===== config.mk =====
export PLATFORM = sky130hd
export DESIGN_NAME = trmt_front
export DESIGN_NICKNAME = d
export VERILOG_FILES = /design/src/rtl/core/trmt_pkg.sv /design/src/rtl/core/trmt_front.sv
export SDC_FILE = /design/constraint.sdc
export NUM_CORES = 1
export LEC_CHECK = 0
export BUFFER_PORTS_ARGS = -buffer_cell sky130_fd_sc_hd__buf_2
export CAP_MARGIN = 20
export CORE_ASPECT_RATIO = 1.25
export CORE_MARGIN = 1.5
export CORE_UTILIZATION = 35
export CTS_CLUSTER_DIAMETER = 40
export DETAILED_ROUTE_END_ITERATION = 10
export GPL_TIMING_DRIVEN = 0
export PLACE_DENSITY = 0.71
export RECOVER_POWER = 25
export SLEW_MARGIN = 40
export SYNTH_ARGS = -nofsm -noshare
export SYNTH_HDL_FRONTEND = slang
export SYNTH_SLANG_ARGS = --single-unit

===== constraint.sdc =====
create_clock -name clk -period 4.4 [get_ports clk]
set_input_delay 0 -clock clk [delete_from_list [all_inputs] [get_ports clk]]
set_output_delay 0 -clock clk [all_outputs]
set_load 0.05 [all_outputs]

===== src/rtl/core/trmt_pkg.sv =====
package trmt_pkg;

  localparam int unsigned CapacityDefault = 16;
  localparam logic [31:0] HoldTimeReset = 32'd30000;
  localparam logic [31:0] AgeStepReset = 32'd30000;

  typedef enum logic [1:0] {
    OP_PUT  = 2'd0,
    OP_TAKE = 2'd1,
    OP_TICK = 2'd2,
    OP_NONE = 2'd3
  } op_t;

  typedef enum logic [2:0] {
    ST_STORED    = 3'd0,
    ST_FOUND     = 3'd1,
    ST_NOT_FOUND = 3'd2,
    ST_FULL      = 3'd3,
    ST_EXPIRED   = 3'd4,
    ST_DONE      = 3'd5
  } status_t;

  localparam logic CFG_HOLD_TIME = 1'b0;
  localparam logic CFG_AGE_STEP = 1'b1;

  typedef struct packed {
    logic [1:0]  operation;
    logic        is_binary;
    logic [15:0] code;
    logic [31:0] msg_id;
    logic [31:0] payload_handle;
  } in_word_t;

  typedef struct packed {
    logic [2:0]  status;
    logic [31:0] handle_out;
    logic [4:0]  occupancy;
    logic        last;
  } out_word_t;

  typedef enum logic [1:0] {
    BK_IDLE = 2'd0,
    BK_EXEC = 2'd1,
    BK_SWEEP = 2'd2,
    BK_DONE = 2'd3
  } bk_state_t;

endpackage


===== src/rtl/core/trmt_front.sv =====
// Input queue: accepts words, drops unused operations, holds two words.
module trmt_front (
  input  logic               clk,
  input  logic               rst,
  input  logic               push,
  output logic               full,
  input  trmt_pkg::in_word_t in_word,
  output logic               q_valid,
  output trmt_pkg::in_word_t q_word,
  input  logic               q_take
);
  trmt_pkg::in_word_t slot [2];
  logic       rd_ptr;
  logic       wr_ptr;
  logic [1:0] count;
  logic       wr_en;
  logic       rd_en;

  assign full = (count == 2'd2);
  assign q_valid = (count != 2'd0);
  assign q_word = slot[rd_ptr];
  assign rd_en = q_take && q_valid;
  // Classify: unused operation code is dropped at the door.
  assign wr_en = push && !full &&
                 (in_word.operation != trmt_pkg::OP_NONE);

  always_ff @(posedge clk) begin
    if (wr_en) begin
      slot[wr_ptr] <= in_word;
    end
  end

  always_ff @(posedge clk) begin
    if (rst) begin
      rd_ptr <= 1'b0;
      wr_ptr <= 1'b0;
      count <= 2'd0;
    end else begin
      if (wr_en) wr_ptr <= ~wr_ptr;
      if (rd_en) rd_ptr <= ~rd_ptr;
      count <= count + {1'b0, wr_en} - {1'b0, rd_en};
    end
  end
endmodule


==> run summary <==
===============================================================================
Synth top area share                                                      0.762
Effective utilization at floorplan                                        0.359
Clock tree sinks                                                            171
Total power per unit cell area                                       637 nW/um2
Die boundary height                                                      156 um
Number of synthesized flops with an enable pin                              166
Largest net degree at the start of global routing                            21
CTS clock-pin slew for the worst setup and hold paths                   0.06 ns
Share of flip-flops with an asynchronous set or reset                         0
Setup-failing EPs final                                                       0
Total count of hold-check failures in the final report                        0
Data arrival time of the critical path                                  1.93 ns
Worst hold-check path type                                               in2reg
Leakage power of the design                                             3.57 nW
Post-cts sizing count                                                         0
Cell type of the slowest stage on the worst timing path                 dfxtp_1
Total number of placement rows                                               55
Count of distinct cell types in the synthesized netlist                      19
Top cells by area in the synthesized netlist                       edfxtp_1 76%, mux2_4 16%, mux2_2 2.2%, dfxtp_1 1.5%, buf_6 1.4%
Fraction of layout instances using a drive strength above 1               0.471
Antenna violations before repair                                              1
List of most frequent post-synthesis cells                         166 x edfxtp_1, 71 x mux2_4, 13 x mux2_2
Cell count after synthesis                                                  285
Actual transition at the worst max-transition pin                      0.577 ns
Capturing element type of the critical path                            register
Insertion delay of the later-clocked pin in the worst-skew pair         0.41 ns
Vias                                                                       3577
Cell chain of the critical path                                    nor2b_4 > nand3b_4 > nor2_4 > buf_16 > buf_8
Maximum clock path buffer count                                               2
Most instantiated library cell after synthesis                         edfxtp_1
Count of non-filler cells in the finished layout                            811
Most instantiated flip-flop cell in the synthesis netlist              edfxtp_1
Clock tree from TritonCTS                                                   yes
Start-to-end type of the worst setup path                               reg2reg
Number of remaining DRC errors                                                0
Power, Total                                                          0.00592 W
Maximum cell stage delay along the critical path                        0.43 ns
Setup repair after global routing missed its margin                          no
Post-synthesis cell type with the largest combined area                edfxtp_1
Via count of the first global-routing pass                                 3951
Syn_nets                                                                    374
CTS Root Cell                                                         clkbuf_16
Post-detail-place hpwl                                                  8250 um
Buffers on Ports                                                            171
Fin Setup TNS                                                              0 ns
Proportion of synthesized chip area in sequential cells                   0.778
Slew Viols, Final                                                             0
CP Data Required Time                                                   4.52 ns
Number of DRC markers after the initial detailed-route iteration            168
Post-route fraction of the period consumed by the critical path           0.413
Number of antenna-violating nets in the routed design                         0
Yosys warning total                                                           0
Count of pins on the block boundary                                         172
Core region area                                                      18200 um2
P&R area growth vs syn                                                    42.3%
Final Util                                                                0.510
Biggest fanout along the worst timing path                                   16
Global routing usage summed across all routing layers                     0.134
Status                                                             finished clean
Nets@finish                                                                 658
Number of buffers added by the clock tree synthesis step                     17
Post-Syn Area                                                          6540 um2
Routed WL                                                              12700 um
Cell Count Post-Placement                                                   693
FMAX                                                                    550 MHz
GPL Wtd Cong                                                              0.698
Worst Path Buf+Inv                                                            2
Postcts setup bufs                                                            0
Startpoint kind of the worst setup timing path                         register
Mean routed wirelength per cell                                         15.7 um
Die Footprint                                                         19500 um2
GR Overflow Total                                                             0
DR vias/cell                                                               4.41
Maximum capacitance violations                                                0
Peak supply drop                                                       0.314 mV
Worst setup slack for register-to-register paths                        2.58 ns
Post-layout minimum cycle time                                          1.82 ns
CTS HTree Levels                                                              4
Worst slew margin relative to its limit                                   0.614
First-pass GRT wire length                                             20100 um
Drt pass-1 iters                                                              6
Post-synthesis sequential element count                                     171
Final setup skew                                                      0.0106 ns
Delay-heaviest family, CP                                          simple AND/OR/NAND/NOR gates
Die width                                                                125 um
Post-synthesis average cell area                                       22.9 um2
===============================================================================
-- per-layer routing --
layer | wire (um) | track usage | vias up
met5 | 0 | 0 | -
met4 | 203 | 0.0563 | 0
met3 | 649 | 0.0346 | 12
met2 | 6750 | 0.243 | 111
met1 | 5100 | 0.151 | 1762
li1 | - | - | 1692
-- metrics by stage --
step | cell area [um2] | hold slack, ns | setup slack, ns
4_1_cts | 9340 | 0.0151 | 2.55
6_report | 9300 | 0.0301 | 2.58
3_5_place_dp | 7890 | 0.192 | 2.57
5_1_grt | 9300 | 0.0839 | 2.47
3_3_place_gp | 7680 | 0.189 | -2.19
2_1_floorplan | 6540 | 0.0716 | -0.283
-- worst paths after layout --
path,start,to,cells after the start
max,count[0],slot[1][33],5
min,q_take,register,4
max reg2reg,count[0],slot[1][33],5
min reg2reg,rd_ptr,register,2
-- power by group --
group | internal, W | switching (W) | total, W
logic | 0.000820 | 0.00151 | 0.00233
registers | 0.00203 | 0.0000590 | 0.00209
clock network | 0.000893 | 0.000609 | 0.00150
total | 0.00374 | 0.00218 | 0.00592
-- registers in the layout (all words and copies together), names as in the netlist, named ones only --
signal / count
wr_ptr: 1
slot: 166
rd_ptr: 1
count: 2
-- cells in the final DEF, fill, tap and decap left out, types with 2 or more instances in the layout --
cell / n
edfxtp_1: 166
buf_2: 133
dlygate4sd3_1: 85
mux2_4: 71
clkbuf_1: 34
clkbuf_16: 17
mux2_2: 13
buf_6: 8
nor2_1: 5
dfxtp_1: 5
clkbuf_2: 5
buf_16: 5
buf_8: 4
clkinv_1: 3
clkinvlp_4: 3
inv_6: 3
bufinv_16: 3
inv_1: 2
nor2_4: 2
ha_1: 2
clkinv_4: 2
-- worst min-delay path: stages --
cell and delay (ns):
buf_2 0.08, o21a_1 0.15, xnor2_1 0.09, nor2_1 0.08
-- cell type report --
type / count / area, um2
fillers: 1501 / 8930
flip-flops and latches: 171 / 5080
repair buffers: 265 / 1860
multi-input cells: 103 / 1370
clock buffers: 17 / 425
well taps: 228 / 285
clock inverters: 15 / 173
plain buffers: 9 / 95.1
inverters: 2 / 7.51
diodes: 1 / 2.50
-- repair_timing --
action / 4_1_cts / 5_1_grt
endpoints found under the setup margin: 0 / 0
endpoints found under the hold margin: 171 / 0
hold buffers: 85 / 0
-- logic make-up (layout without fill, tap and decap cells) --
| family | Yosys count | after routing | share of synthesized area |
|---|---|---|---|
| flops | 171 | 171 | 0.778 |
| mux | 84 | 84 | 0.185 |
| simple gates | 14 | 14 | 0.0136 |
| buf+inv | 11 | 308 | 0.0157 |
| fa+ha+maj | 2 | 2 | 0.00383 |
| xor+xnor | 2 | 2 | 0.00268 |
| compound gates | 1 | 1 | 0.00115 |
| other cells | 0 | 1 | 0 |
Note: power is estimated with default switching activity, not from simulation.
